--- src/rtl/core/ctc_pkg.sv ---
package ctc_pkg;

   // Field widths of the token channel
   localparam int KIND_W   = 3;
   localparam int OFFSET_W = 16;
   localparam int TLEN_W   = 8;
   localparam int CHAR_W   = 8;
   localparam int KWIDX_W  = 5;

   // Token kinds
   localparam logic [KIND_W-1:0] KIND_KEYWORD   = 3'd0;
   localparam logic [KIND_W-1:0] KIND_CONSTANT  = 3'd1;
   localparam logic [KIND_W-1:0] KIND_IDENT     = 3'd2;
   localparam logic [KIND_W-1:0] KIND_NOT_IDENT = 3'd3;
   localparam logic [KIND_W-1:0] KIND_OPERATOR  = 3'd4;
   localparam logic [KIND_W-1:0] KIND_DELIM     = 3'd5;

   // Character codes
   localparam logic [CHAR_W-1:0] CH_SPACE  = 8'h20;
   localparam logic [CHAR_W-1:0] CH_LPAREN = 8'h28;
   localparam logic [CHAR_W-1:0] CH_RPAREN = 8'h29;
   localparam logic [CHAR_W-1:0] CH_STAR   = 8'h2A;
   localparam logic [CHAR_W-1:0] CH_PLUS   = 8'h2B;
   localparam logic [CHAR_W-1:0] CH_COMMA  = 8'h2C;
   localparam logic [CHAR_W-1:0] CH_MINUS  = 8'h2D;
   localparam logic [CHAR_W-1:0] CH_SLASH  = 8'h2F;
   localparam logic [CHAR_W-1:0] CH_ZERO   = 8'h30;
   localparam logic [CHAR_W-1:0] CH_NINE   = 8'h39;
   localparam logic [CHAR_W-1:0] CH_SEMI   = 8'h3B;
   localparam logic [CHAR_W-1:0] CH_LESS   = 8'h3C;
   localparam logic [CHAR_W-1:0] CH_EQUAL  = 8'h3D;
   localparam logic [CHAR_W-1:0] CH_GREATER = 8'h3E;
   localparam logic [CHAR_W-1:0] CH_LBRACK = 8'h5B;
   localparam logic [CHAR_W-1:0] CH_RBRACK = 8'h5D;
   localparam logic [CHAR_W-1:0] CH_LBRACE = 8'h7B;
   localparam logic [CHAR_W-1:0] CH_RBRACE = 8'h7D;

   // Keyword table; text is right-justified, first character highest
   localparam int KW_COUNT = 23;
   localparam int KW_LEN_W = 4;

   localparam logic [63:0] KW_TEXT [KW_COUNT] = '{
      "if", "else", "while", "do", "break", "continue", "int", "double",
      "float", "return", "char", "case", "sizeof", "long", "short", "typedef",
      "switch", "unsigned", "void", "static", "struct", "goto", "#include"
   };

   localparam logic [KW_LEN_W-1:0] KW_LEN [KW_COUNT] = '{
      4'd2, 4'd4, 4'd5, 4'd2, 4'd5, 4'd8, 4'd3, 4'd6, 4'd5, 4'd6, 4'd4, 4'd4,
      4'd6, 4'd4, 4'd5, 4'd7, 4'd6, 4'd8, 4'd4, 4'd6, 4'd6, 4'd4, 4'd8
   };

   typedef struct packed {
      logic [CHAR_W-1:0] char_code;
      logic              end_of_line;
   } req_type;

   typedef struct packed {
      logic [KIND_W-1:0]   token_kind;
      logic [OFFSET_W-1:0] start_offset;
      logic [TLEN_W-1:0]   token_length;
      logic [CHAR_W-1:0]   symbol;
      logic [KWIDX_W-1:0]  keyword_index;
      logic                run_last;
   } rsp_type;

endpackage

--- src/rtl/core/c_token_classifier_core.sv ---
// Channel  Direction  Payload               Handshake
// req      in         ctc_pkg::req_type     req_valid / req_ready
// rsp      out        ctc_pkg::rsp_type     rsp_valid / rsp_ready
//
// A character is taken into an input register, classified in the next cycle
// against the word state and written as one entry (one or two tokens) into a
// four-entry token queue. Sustained rate is one character per cycle while
// each character gives at most one token and rsp is not stalled; a character
// that gives two tokens is limited by the single token read port of the queue.
// A token is offered once its entry has been written into the queue register.
// Synchronous reset clears the pipeline, the queue and the line/word state.
// req_ready depends only on registered occupancy; a stalled rsp fills the queue.
module c_token_classifier_core #(
   parameter int LINE_BYTES   = 65536,
   parameter int WORD_LEN_MAX = 255
) (
   input  logic             clock,
   input  logic             reset,
   input  logic             req_valid,
   output logic             req_ready,
   input  ctc_pkg::req_type req_data,
   output logic             rsp_valid,
   input  logic             rsp_ready,
   output ctc_pkg::rsp_type rsp_data
);

   localparam int OFS_W   = $clog2(LINE_BYTES);
   localparam int WL_W    = $clog2(WORD_LEN_MAX + 1);
   localparam int DEPTH   = 4;
   localparam int PTR_W   = 2;
   localparam int CNT_W   = 3;

   typedef struct packed {
      ctc_pkg::rsp_type tok0;
      ctc_pkg::rsp_type tok1;
      logic             two;
   } entry_type;

   // Input register
   logic             stg_valid_ff, stg_valid_in;
   ctc_pkg::req_type stg_data_ff;

   // Line and word state
   logic [OFS_W-1:0]             line_ofs_ff, line_ofs_in;
   logic [OFS_W-1:0]             word_start_ff, word_start_in;
   logic [WL_W-1:0]              word_len_ff, word_len_in;
   logic                         first_dig_ff, first_dig_in;
   logic                         all_dig_ff, all_dig_in;
   logic [ctc_pkg::KW_COUNT-1:0] kw_mask_ff, kw_mask_in;

   // Token queue
   entry_type        queue_ff [DEPTH];
   logic [PTR_W-1:0] wr_ptr_ff, wr_ptr_in;
   logic [PTR_W-1:0] rd_ptr_ff, rd_ptr_in;
   logic [CNT_W-1:0] count_ff, count_in;
   logic             sel_ff, sel_in;

   logic      push, pop, rsp_fire;
   entry_type push_entry;
   entry_type head;

   // Accept while queue plus staged character leave room for one more entry
   assign req_ready    = ({1'b0, count_ff} + {{CNT_W{1'b0}}, stg_valid_ff})
                         < (CNT_W + 1)'(DEPTH);
   assign stg_valid_in = req_valid && req_ready;

   // Classification of the staged character
   always_comb begin
      logic [7:0]                   c;
      logic                         eol, is_dig, is_delim, is_op, is_paren;
      logic [WL_W-1:0]              add_len;
      logic [OFS_W-1:0]             add_start;
      logic                         add_first, add_all;
      logic [ctc_pkg::KW_COUNT-1:0] add_mask, kw_hit;
      logic [WL_W-1:0]              f_len;
      logic [OFS_W-1:0]             f_start;
      logic                         f_first, f_all;
      logic [ctc_pkg::KW_COUNT-1:0] f_mask;
      logic [2:0]                   sh;
      logic [7:0]                   kw_ch;
      logic                         word_emit, sym_emit, found;
      logic [ctc_pkg::KWIDX_W-1:0]  kw_idx;
      logic [WL_W+7:0]              len_ext;
      logic [OFS_W+15:0]            ofs_ext, wst_ext;
      ctc_pkg::rsp_type             wtok, stok;

      c        = stg_data_ff.char_code;
      eol      = stg_data_ff.end_of_line;
      is_dig   = (c >= ctc_pkg::CH_ZERO) && (c <= ctc_pkg::CH_NINE);
      is_op    = c inside {ctc_pkg::CH_PLUS, ctc_pkg::CH_MINUS, ctc_pkg::CH_STAR,
                           ctc_pkg::CH_SLASH, ctc_pkg::CH_GREATER, ctc_pkg::CH_LESS,
                           ctc_pkg::CH_EQUAL};
      is_paren = c inside {ctc_pkg::CH_LPAREN, ctc_pkg::CH_RPAREN,
                           ctc_pkg::CH_LBRACE, ctc_pkg::CH_RBRACE};
      is_delim = is_op || is_paren ||
                 (c inside {ctc_pkg::CH_SPACE, ctc_pkg::CH_COMMA, ctc_pkg::CH_SEMI,
                            ctc_pkg::CH_LBRACK, ctc_pkg::CH_RBRACK});

      // Word state after extending with this character
      add_mask = (word_len_ff == '0) ? '1 : kw_mask_ff;
      for (int i = 0; i < ctc_pkg::KW_COUNT; i++) begin
         sh    = 3'(ctc_pkg::KW_LEN[i] - 4'd1 - {1'b0, word_len_ff[2:0]});
         kw_ch = ctc_pkg::KW_TEXT[i][{sh, 3'b000} +: 8];
         if ((word_len_ff >= WL_W'(ctc_pkg::KW_LEN[i])) || (kw_ch != c)) begin
            add_mask[i] = 1'b0;
         end
      end
      if (word_len_ff == '0) begin
         add_start = line_ofs_ff;
         add_first = is_dig;
         add_all   = is_dig;
      end else begin
         add_start = word_start_ff;
         add_first = first_dig_ff;
         add_all   = all_dig_ff && is_dig;
      end
      add_len = (word_len_ff == WL_W'(WORD_LEN_MAX)) ? word_len_ff : word_len_ff + 1'b1;

      // Word to finish: the pending one at a delimiter, the extended one at end of line
      if (is_delim) begin
         f_len = word_len_ff; f_start = word_start_ff; f_first = first_dig_ff;
         f_all = all_dig_ff;  f_mask  = kw_mask_ff;
      end else begin
         f_len = add_len; f_start = add_start; f_first = add_first;
         f_all = add_all; f_mask  = add_mask;
      end
      word_emit = (is_delim || eol) && (f_len != '0);
      sym_emit  = is_op || is_paren;

      // First keyword whose length matches and is still a candidate
      for (int i = 0; i < ctc_pkg::KW_COUNT; i++) begin
         kw_hit[i] = f_mask[i] && (f_len == WL_W'(ctc_pkg::KW_LEN[i]));
      end
      found  = 1'b0;
      kw_idx = '0;
      for (int i = ctc_pkg::KW_COUNT - 1; i >= 0; i--) begin
         if (kw_hit[i]) begin
            found  = 1'b1;
            kw_idx = ctc_pkg::KWIDX_W'(i);
         end
      end

      len_ext = {8'd0, f_len};
      ofs_ext = {16'd0, line_ofs_ff};
      wst_ext = {16'd0, f_start};

      wtok.start_offset  = wst_ext[15:0];
      wtok.token_length  = (len_ext > (WL_W + 8)'(255)) ? 8'hFF : len_ext[7:0];
      wtok.symbol        = '0;
      wtok.keyword_index = found ? kw_idx : '0;
      wtok.run_last      = !sym_emit;
      if (found)           wtok.token_kind = ctc_pkg::KIND_KEYWORD;
      else if (f_all)      wtok.token_kind = ctc_pkg::KIND_CONSTANT;
      else if (f_first)    wtok.token_kind = ctc_pkg::KIND_NOT_IDENT;
      else                 wtok.token_kind = ctc_pkg::KIND_IDENT;

      stok.token_kind    = is_op ? ctc_pkg::KIND_OPERATOR : ctc_pkg::KIND_DELIM;
      stok.start_offset  = ofs_ext[15:0];
      stok.token_length  = 8'd1;
      stok.symbol        = c;
      stok.keyword_index = '0;
      stok.run_last      = 1'b1;

      push            = stg_valid_ff && (word_emit || sym_emit);
      push_entry.two  = word_emit && sym_emit;
      push_entry.tok0 = word_emit ? wtok : stok;
      push_entry.tok1 = stok;

      // Next line and word state
      line_ofs_in   = line_ofs_ff;
      word_start_in = word_start_ff;
      word_len_in   = word_len_ff;
      first_dig_in  = first_dig_ff;
      all_dig_in    = all_dig_ff;
      kw_mask_in    = kw_mask_ff;
      if (stg_valid_ff) begin
         if (eol) begin
            line_ofs_in   = '0;
            word_start_in = '0;
         end else begin
            line_ofs_in = (line_ofs_ff == OFS_W'(LINE_BYTES - 1)) ? '0 : line_ofs_ff + 1'b1;
         end
         if (eol || is_delim) begin
            word_len_in  = '0;
            first_dig_in = 1'b0;
            all_dig_in   = 1'b1;
            kw_mask_in   = '1;
         end else begin
            word_start_in = add_start;
            word_len_in   = add_len;
            first_dig_in  = add_first;
            all_dig_in    = add_all;
            kw_mask_in    = add_mask;
         end
      end
   end

   // Token queue output side
   assign head      = queue_ff[rd_ptr_ff];
   assign rsp_valid = (count_ff != '0);
   assign rsp_data  = sel_ff ? head.tok1 : head.tok0;
   assign rsp_fire  = rsp_valid && rsp_ready;
   assign pop       = rsp_fire && (sel_ff || !head.two);

   always_comb begin
      wr_ptr_in = push ? wr_ptr_ff + 1'b1 : wr_ptr_ff;
      rd_ptr_in = pop ? rd_ptr_ff + 1'b1 : rd_ptr_ff;
      count_in  = count_ff + {{(CNT_W-1){1'b0}}, push} - {{(CNT_W-1){1'b0}}, pop};
      sel_in    = sel_ff;
      if (rsp_fire) begin
         sel_in = !pop;
      end
   end

   // Control and state registers
   always_ff @(posedge clock) begin
      if (reset) begin
         stg_valid_ff  <= 1'b0;
         line_ofs_ff   <= '0;
         word_start_ff <= '0;
         word_len_ff   <= '0;
         first_dig_ff  <= 1'b0;
         all_dig_ff    <= 1'b1;
         kw_mask_ff    <= '1;
         wr_ptr_ff     <= '0;
         rd_ptr_ff     <= '0;
         count_ff      <= '0;
         sel_ff        <= 1'b0;
      end else begin
         stg_valid_ff  <= stg_valid_in;
         line_ofs_ff   <= line_ofs_in;
         word_start_ff <= word_start_in;
         word_len_ff   <= word_len_in;
         first_dig_ff  <= first_dig_in;
         all_dig_ff    <= all_dig_in;
         kw_mask_ff    <= kw_mask_in;
         wr_ptr_ff     <= wr_ptr_in;
         rd_ptr_ff     <= rd_ptr_in;
         count_ff      <= count_in;
         sel_ff        <= sel_in;
      end
   end

   // Payload registers
   always_ff @(posedge clock) begin
      if (stg_valid_in) begin
         stg_data_ff <= req_data;
      end
      if (push) begin
         queue_ff[wr_ptr_ff] <= push_entry;
      end
   end

   // Checks
   a_count_bound: assert property (@(posedge clock) disable iff (reset)
      count_ff <= CNT_W'(DEPTH))
      else $error("token queue occupancy out of range");

   a_no_overflow: assert property (@(posedge clock) disable iff (reset)
      push |-> (count_ff < CNT_W'(DEPTH) || pop))
      else $error("token queue written while full");

   a_second_only_pair: assert property (@(posedge clock) disable iff (reset)
      (rsp_valid && sel_ff) |-> (head.two && rsp_data.run_last))
      else $error("second token offered from a single-token entry");

   a_first_of_pair: assert property (@(posedge clock) disable iff (reset)
      (rsp_valid && !sel_ff && head.two) |-> !rsp_data.run_last)
      else $error("first of two tokens marked last");

   a_nonzero_len: assert property (@(posedge clock) disable iff (reset)
      rsp_valid |-> (rsp_data.token_length != '0))
      else $error("token with zero length");

endmodule
--- config.mk ---
export PLATFORM = sky130hd
export DESIGN_NAME = c_token_classifier_core
export DESIGN_NICKNAME = d
export VERILOG_FILES = /design/src/rtl/core/ctc_pkg.sv /design/src/rtl/core/c_token_classifier_core.sv
export SDC_FILE = /design/constraint.sdc
export NUM_CORES = 1
export LEC_CHECK = 0
export BUFFER_PORTS_ARGS = -buffer_cell sky130_fd_sc_hd__buf_4
export CAP_MARGIN = 15
export CELL_PAD_IN_SITES_DETAIL_PLACEMENT = 0
export CELL_PAD_IN_SITES_GLOBAL_PLACEMENT = 1
export CORE_ASPECT_RATIO = 2
export CORE_UTILIZATION = 50
export DETAILED_ROUTE_END_ITERATION = 8
export PLACE_DENSITY = 0.8
export SYNTH_ARGS = -nofsm -noshare
export SYNTH_HDL_FRONTEND = slang
export SYNTH_SLANG_ARGS = --single-unit
--- constraint.sdc ---
create_clock -name clock -period 12.6 [get_ports clock]
set_clock_uncertainty 0.15 [all_clocks]
set_input_delay 1.26 -clock clock [delete_from_list [all_inputs] [get_ports clock]]
set_output_delay 1.26 -clock clock [all_outputs]
set_load 0.05 [all_outputs]
==> results of run 1 <==
through the flow:
step                      cells  utilization (%)  setup WS [ps]
final                      1905             55.8           7060
after CTS                  1904             55.8           7160
after global placement     1850             53.0           7280
after floorplan            1435                -           7580
after global routing       1904             55.8           6810
after detailed placement   1850             53.0           7200
area by class of cell:
cell class	instances	area [um^2]
Multi-Input combinational cell	955	7160
Tap cell	441	552
Antenna cell	1	2.50
Timing Repair Buffer	74	556
Inverter	27	101
Fill cell	2861	15200
Clock buffer	39	793
Sequential cell	353	9850
Clock inverter	15	176
where the power goes:
| part | total [uW] | internal (uW) | switching, uW |
|---|---|---|---|
| clock | 923 | 509 | 415 |
| combinational | 770 | 267 | 503 |
| sequential | 1340 | 1300 | 43.6 |
routing by layer:
| layer | track usage (%) | share of wire, % |
|---|---|---|
| met5 | 0 | 0 |
| met2 | 51.8 | 55 |
| met1 | 28.2 | 34 |
| met3 | 2.30 | 3.3 |
| met4 | 18.7 | 7.5 |
synth_stat cells (11+ instances only):
cell type and number:
nor3b_1 18, nand2_1 144, nor2_1 96, inv_1 23
nand4_1 13, o21ai_0 67, edfxtp_1 277, xor2_1 28
mux2i_1 11, buf_2 15, nand2b_1 30, clkbuf_1 56
ha_1 27, a22oi_1 20, nor4_1 11, dfxtp_1 76
and3_1 25, mux4_2 67, nor2b_1 21, xnor2_1 39
nand3_1 33, a21oi_1 68, or2_2 11, and2_1 31
buf_1 23, nor3_1 26
flip-flops by register name (all words and copies together), names as in the netlist, named ones only:
| register | flops |
|---|---|
| queue_ff | 268 |
| count_ff | 3 |
| stg_data_ff | 1 |
| push_entry | 8 |
| word_len_ff | 8 |
| word_start_ff | 16 |
| first_dig_ff | 1 |
| all_dig_ff | 1 |
| line_ofs_ff | 16 |
| wr_ptr_ff | 2 |
| kw_mask_ff | 23 |
| rd_ptr_ff | 2 |
| sel_ff | 1 |
| stg_valid_ff | 1 |
placed cells by master, fill, tap and decap left out, types with 9 or more instances in the layout:
cell type / n
a21oi_1: 68
nor3b_1: 18
a22oi_1: 20
nand4_1: 13
nor2_1: 95
or3_1: 10
or2_2: 11
nor2b_1: 21
and2_1: 27
nand2b_1: 30
ha_1: 27
edfxtp_1: 277
nor4_1: 11
mux2_1: 10
buf_4: 74
mux2i_1: 11
nand2_1: 144
and3_1: 25
mux4_2: 67
clkbuf_16: 29
xor2_1: 28
o21ai_0: 67
mux2_2: 9
dfxtp_1: 73
nor3_1: 26
a31oi_1: 9
nand3_1: 33
inv_1: 22
xnor2_1: 39
critical path, delay by kind of cell, from the launching register on:
kind / cells / cell delay, ps
AND/OR/NAND/NOR: 6 / 2180
AO/OA/AOI/OAI: 2 / 720
buffers and inverters: 2 / 560
XOR/XNOR: 1 / 530
adder cells (fa/ha/maj): 1 / 510
flip-flops: 1 / 310
worst max-delay path by stage:
stage / start / endpoint / slack (ps) / cells past startpoint
global route: word_len_ff[1]$_SDFFE_PP0P_ / queue_ff[0][10]$_DFFE_PP_ / 6810 / 12
detailed placement: word_len_ff[1]$_SDFFE_PP0P_ / queue_ff[2][22]$_DFFE_PP_ / 7200 / 12
CTS: word_len_ff[1]$_SDFFE_PP0P_ / queue_ff[2][41]$_DFFE_PP_ / 7160 / 12
floorplan: word_len_ff[1]$_SDFFE_PP0P_ / queue_ff[0][0]$_DFFE_PP_ / 7580 / 13
finish: word_len_ff[1]$_SDFFE_PP0P_ / queue_ff[2][54]$_DFFE_PP_ / 7060 / 12
global placement: word_len_ff[1]$_SDFFE_PP0P_ / count_ff[2]$_SDFF_PP0_ / 7280 / 19
kinds of logic (layout without fill, tap and decap cells):
group                      Yosys count  after routing  share of synthesized area, %
and+or+nand+nor                    498            498                          14.7
DFF                                353            353                          56.2
AOI/OAI and AO/OA                  265            265                          10.2
buffers and inverters              127            155                          2.97
muxes                               97             97                          10.5
xor gates and xnor gates            67             67                          3.35
adders and majority gates           28             28                          2.05
other                                0              1                             0
==> qor.yml, run 1 <==
grt_max_degree: 68
hold_ws_ps: 347
cp_data_required_time_ps: 12640
synth_seq_area_share_pct: 56.2
dieArea_um2: 35800
min_from: "all_dig_ff$_SDFFE_PP1P_"
synth_edf_count: 277
cap_violations: 0
initial_utilization_pct: 50.9
critPathKind: "flip-flop to flip-flop"
ctsRootBufferMaster: "clkbuf_16"
grt-ovfl-total: 0
cp_max_fo: 67
yosys_warnings: 0
finalInstanceArea_um2: 19200
antenna_found_initial: 0
via_count: 11800
wirelength_um: 47900
cpMaxStageDelayCell: "and2_4"
slew_headroom_pct: 20.5
drt_pre_antenna_iters: 5
die_w_um: 134
cts.path.max_buffers: 3
ys_types: 91
cts.sinks: 353
dp_hpwl_um: 31900
vdd_drop_max_uv: 124
worst_pin_slew_ps: 1190
critPathCaptureType: "flip-flop"
tns_ps: 0
rr_endpoint: "queue_ff[2][54]$_DFFE_PP_"
grt_pass1_wl_um: 72300
rows: 96
setup_violations: 0
antenna_left: 0
synth-async-reset-ratio_pct: 0
fp.coreArea_um2: 34400
syn2layout_area_growth_pct: 9.65
netlist.area_leader.share_pct: 47.5
hp-class: "flip-flop to flip-flop"
power_density_nw_per_um2: 158
r2r_cells: 12
die_height_um: 267
rsz0062_at_grt: "false"
ys_seq_elements: 353
gp_congestion: 1.03
synth.area.top_cells: "edfxtp_1 48%, dfxtp_1 8.7%, mux4_2 8.6%, nand2_1 3.1%, nor2_1 2.1%"
clkLatencyLatePin_ps: 580
via_per_inst: 6.18
cts_tree: "done"
rrSetupSlack_ps: 7060
synthCells: 1435
slowest_delay_ps: 880
cp_cell_sequence: "buf_4, ha_1, and3_1, and3_1, nor3_2, xnor2_1, or2_1, nor2_2, a21oi_2, inv_2, a21oi_2, and2_4"
final_nets: 1481
leakagePower_uw: 0.00652
worstSetupStartpointType: "flip-flop"
max_freq_ghz: 0.181
r2r_start: "word_len_ff[1]$_SDFFE_PP0P_"
io_pins: 56
synth.avg_cell_area_um2: 12.2
syn_area_um2: 17500
syn_nets: 1476
synthFlopType: "edfxtp_1"
drive_gt1_share_pct: 16.7
drtIter0Drc: 869
cts_buffers: 29
min_period_over_period_pct: 43.9
grtUsageTotal_pct: 27.4
htreeDepth: 1
wl_per_cell_um: 25.1
cts_setup_buffers: 0
place_area_um2: 18200
cts_resized: 0
drc: 0
io_buffers: 55
min_to: "all_dig_ff$_SDFFE_PP1P_"
outcome: "completed"
grt_pass1_vias: 12000
worstPathArrival_ps: 5580
min_path_cells: 2
yosysTopAreaCell: "edfxtp_1"
slew_viol_final: 0
fin_crit_ps: 5540
power_uw: 3030
postCtsHoldBufs: 0
clk_pin_slew_worst_paths_ps: 80
finalHoldViolCount: 0
No activity file was read; power rests on OpenSTA's default activity.
==> run 2, diff against run 1 <==
==> constraint.sdc (replaced) <==
create_clock -name clock -period 5.34 [get_ports clock]
set_clock_uncertainty 0.15 [all_clocks]
set_input_delay 0.534 -clock clock [delete_from_list [all_inputs] [get_ports clock]]
set_output_delay 0.534 -clock clock [all_outputs]
set_load 0.05 [all_outputs]
==> qor.yml, run 2 (synthesis results as in run 1) <==
cts.path.max_buffers: 3
initial_utilization_pct: 50.9
dp.cells: 1888
antenna_left: 0
worst_pin_slew_ps: 1160
ctsRootBufferMaster: "clkbuf_16"
fin_crit_ps: 4780
grt_max_degree: 60
worstPathArrival_ps: 4980
outcome: "completed"
min_period_over_period_pct: 89.5
max_freq_ghz: 0.209
rsz0062_at_grt: "false"
highest_layer: "met4"
cts_buffers: 29
drtIter0Drc: 977
sequentialPowerShare_pct: 43.8
diodes: 0
layout_commonest_cell: "edfxtp_1"
clk_pin_slew_worst_paths_ps: 70
top_regs: "queue_ff x268, kw_mask_ff x23"
die_height_um: 267
r2r_cells: 13
fp.coreArea_um2: 34400
rrSetupSlack_ps: 560
hp-class: "primary input to flip-flop"
die_w_um: 134
largest-register: "queue_ff"
layout_common_cells: "277 x edfxtp_1, 144 x nand2_1, 109 x buf_4, 96 x nor2_1, 73 x dfxtp_1"
cp_max_fo: 14
wirelength_um: 49900
setup.worst_path.end: "queue_ff[1][28]$_DFFE_PP_"
min_from: "req_data[6]"
nFillCells: 2859
largest_reg_flops: 268
cts_tree: "done"
grt_pass1_vias: 12100
htreeDepth: 1
rows: 96
wl_per_cell_um: 25.6
drive_gt1_share_pct: 18.7
cts_setup_buffers: 0
dp_hpwl_um: 34700
power_density_nw_per_um2: 368
drc: 0
slew_headroom_pct: 21.7
tns_ps: 0
syn2layout_area_growth_pct: 11.8
leakagePower_uw: 0.00674
clkLatencyLatePin_ps: 560
route.met2.wl_um: 27300
final_nets: 1524
m1WireLength_um: 16700
vdd_drop_max_uv: 225
critPathCaptureType: "flip-flop"
p_clk_share_pct: 30.4
cts.sinks: 353
r2r_start: "word_len_ff[1]$_SDFFE_PP0P_"
drt_pre_antenna_iters: 5
grt_pass1_wl_um: 74000
setup_violations: 0
antenna_found_initial: 0
switching_power_uw: 2280
power.internal_uw: 4920
cp_data_required_time_ps: 5540
worstSetupStartpointType: "flip-flop"
met3_length_um: 1600
finalHoldViolCount: 0
crit_start: "word_len_ff[1]$_SDFFE_PP0P_"
rr_endpoint: "queue_ff[1][28]$_DFFE_PP_"
grtUsageTotal_pct: 28.4
fin_cells: 1947
grt-ovfl-total: 0
via_per_inst: 6.19
power_frac_comb_pct: 25.7
dieArea_um2: 35800
via_count: 12000
slew_viol_final: 0
io_buffers: 55
gp_congestion: 1.03
critPathKind: "flip-flop to flip-flop"
io_pins: 56
cap_violations: 0
p_sw_share_pct: 31.7
run 2: cell types whose count changed in the layout (fill, tap and decap cells not counted), sizes merged:
| cell | delta |
|---|---|
| buf | +38 |
| clkbuf | -1 |
| clkinv | -2 |
| diode | -1 |
| dlygate4sd3 | +5 |
| inv | +3 |
run 2: how the worst min path moves through the flow:
stage,endpoint,slack (ps),cells past startpoint
after floorplan,all_dig_ff$_SDFFE_PP1P_,290,2
after global placement,all_dig_ff$_SDFFE_PP1P_,310,2
after detailed placement,all_dig_ff$_SDFFE_PP1P_,320,2
after CTS,push_entry[9]$_DFFE_PP_,0.2,1
after global routing,push_entry[9]$_DFFE_PP_,4,1
final,push_entry[12]$_DFFE_PP_,20,1
run 2: critical path: stages, from the launching register on:
cell       delay [ps]
dfxtp_1           740
inv_1             220
ha_1              250
inv_1             140
ha_1              340
nor2b_1           310
xnor2_1           160
nand4_1           140
a2111oi_1         690
mux2i_1           230
o41ai_1           510
nor3b_1           150
and3b_1           210
a221oi_2          320
run 2: what timing repair did:
action | in CTS | in global routing
resized for setup | 0 | 1
endpoints found under the setup margin | 0 | 4
hold buffers | 5 | 0
endpoints found under the hold margin | 5 | 0
run 2: routing by layer:
metal  track usage, %  vias to the layer above
met4             21.3                        0
met1             28.5                     6012
li1                 -                     5486
met2             53.5                      386
met5                0                        -
met3             2.32                      161
run 2: area by class of cell:
cell class,count,area [um^2],area share (%)
flip-flops and latches,353,9850,50.4
multi-input cells,955,7150,36.6
repair buffers,117,928,4.75
clock buffers,38,800,4.09
well taps,441,552,2.82
clock inverters,16,171,0.877
inverters,27,101,0.518
run 2: metrics by stage:
stage / hold WS [ps] / cell area (um^2) / power [uW] / worst slack [ps] / utilization, %
after detailed placement: 318 / 18500 / 5070 / 492 / 53.9
after global routing: 4.05 / 19600 / 7430 / 171 / 56.9
after CTS: 0.231 / 19600 / 7230 / 466 / 56.9
after global placement: 305 / 18500 / 5060 / 650 / 53.9
after floorplan: 292 / 17500 / 4510 / 320 / -
final: 16.7 / 19600 / 7200 / 560 / 56.9
run 2: power by group through the flow:
stage / sequential (uW) / combinational [uW] / clock [uW]
final: 3160 / 1850 / 2190
after global routing: 3170 / 1960 / 2300
after CTS: 3160 / 1860 / 2210
after detailed placement: 3220 / 1850 / 0
after global placement: 3210 / 1850 / 0
after floorplan: 3150 / 1360 / 0
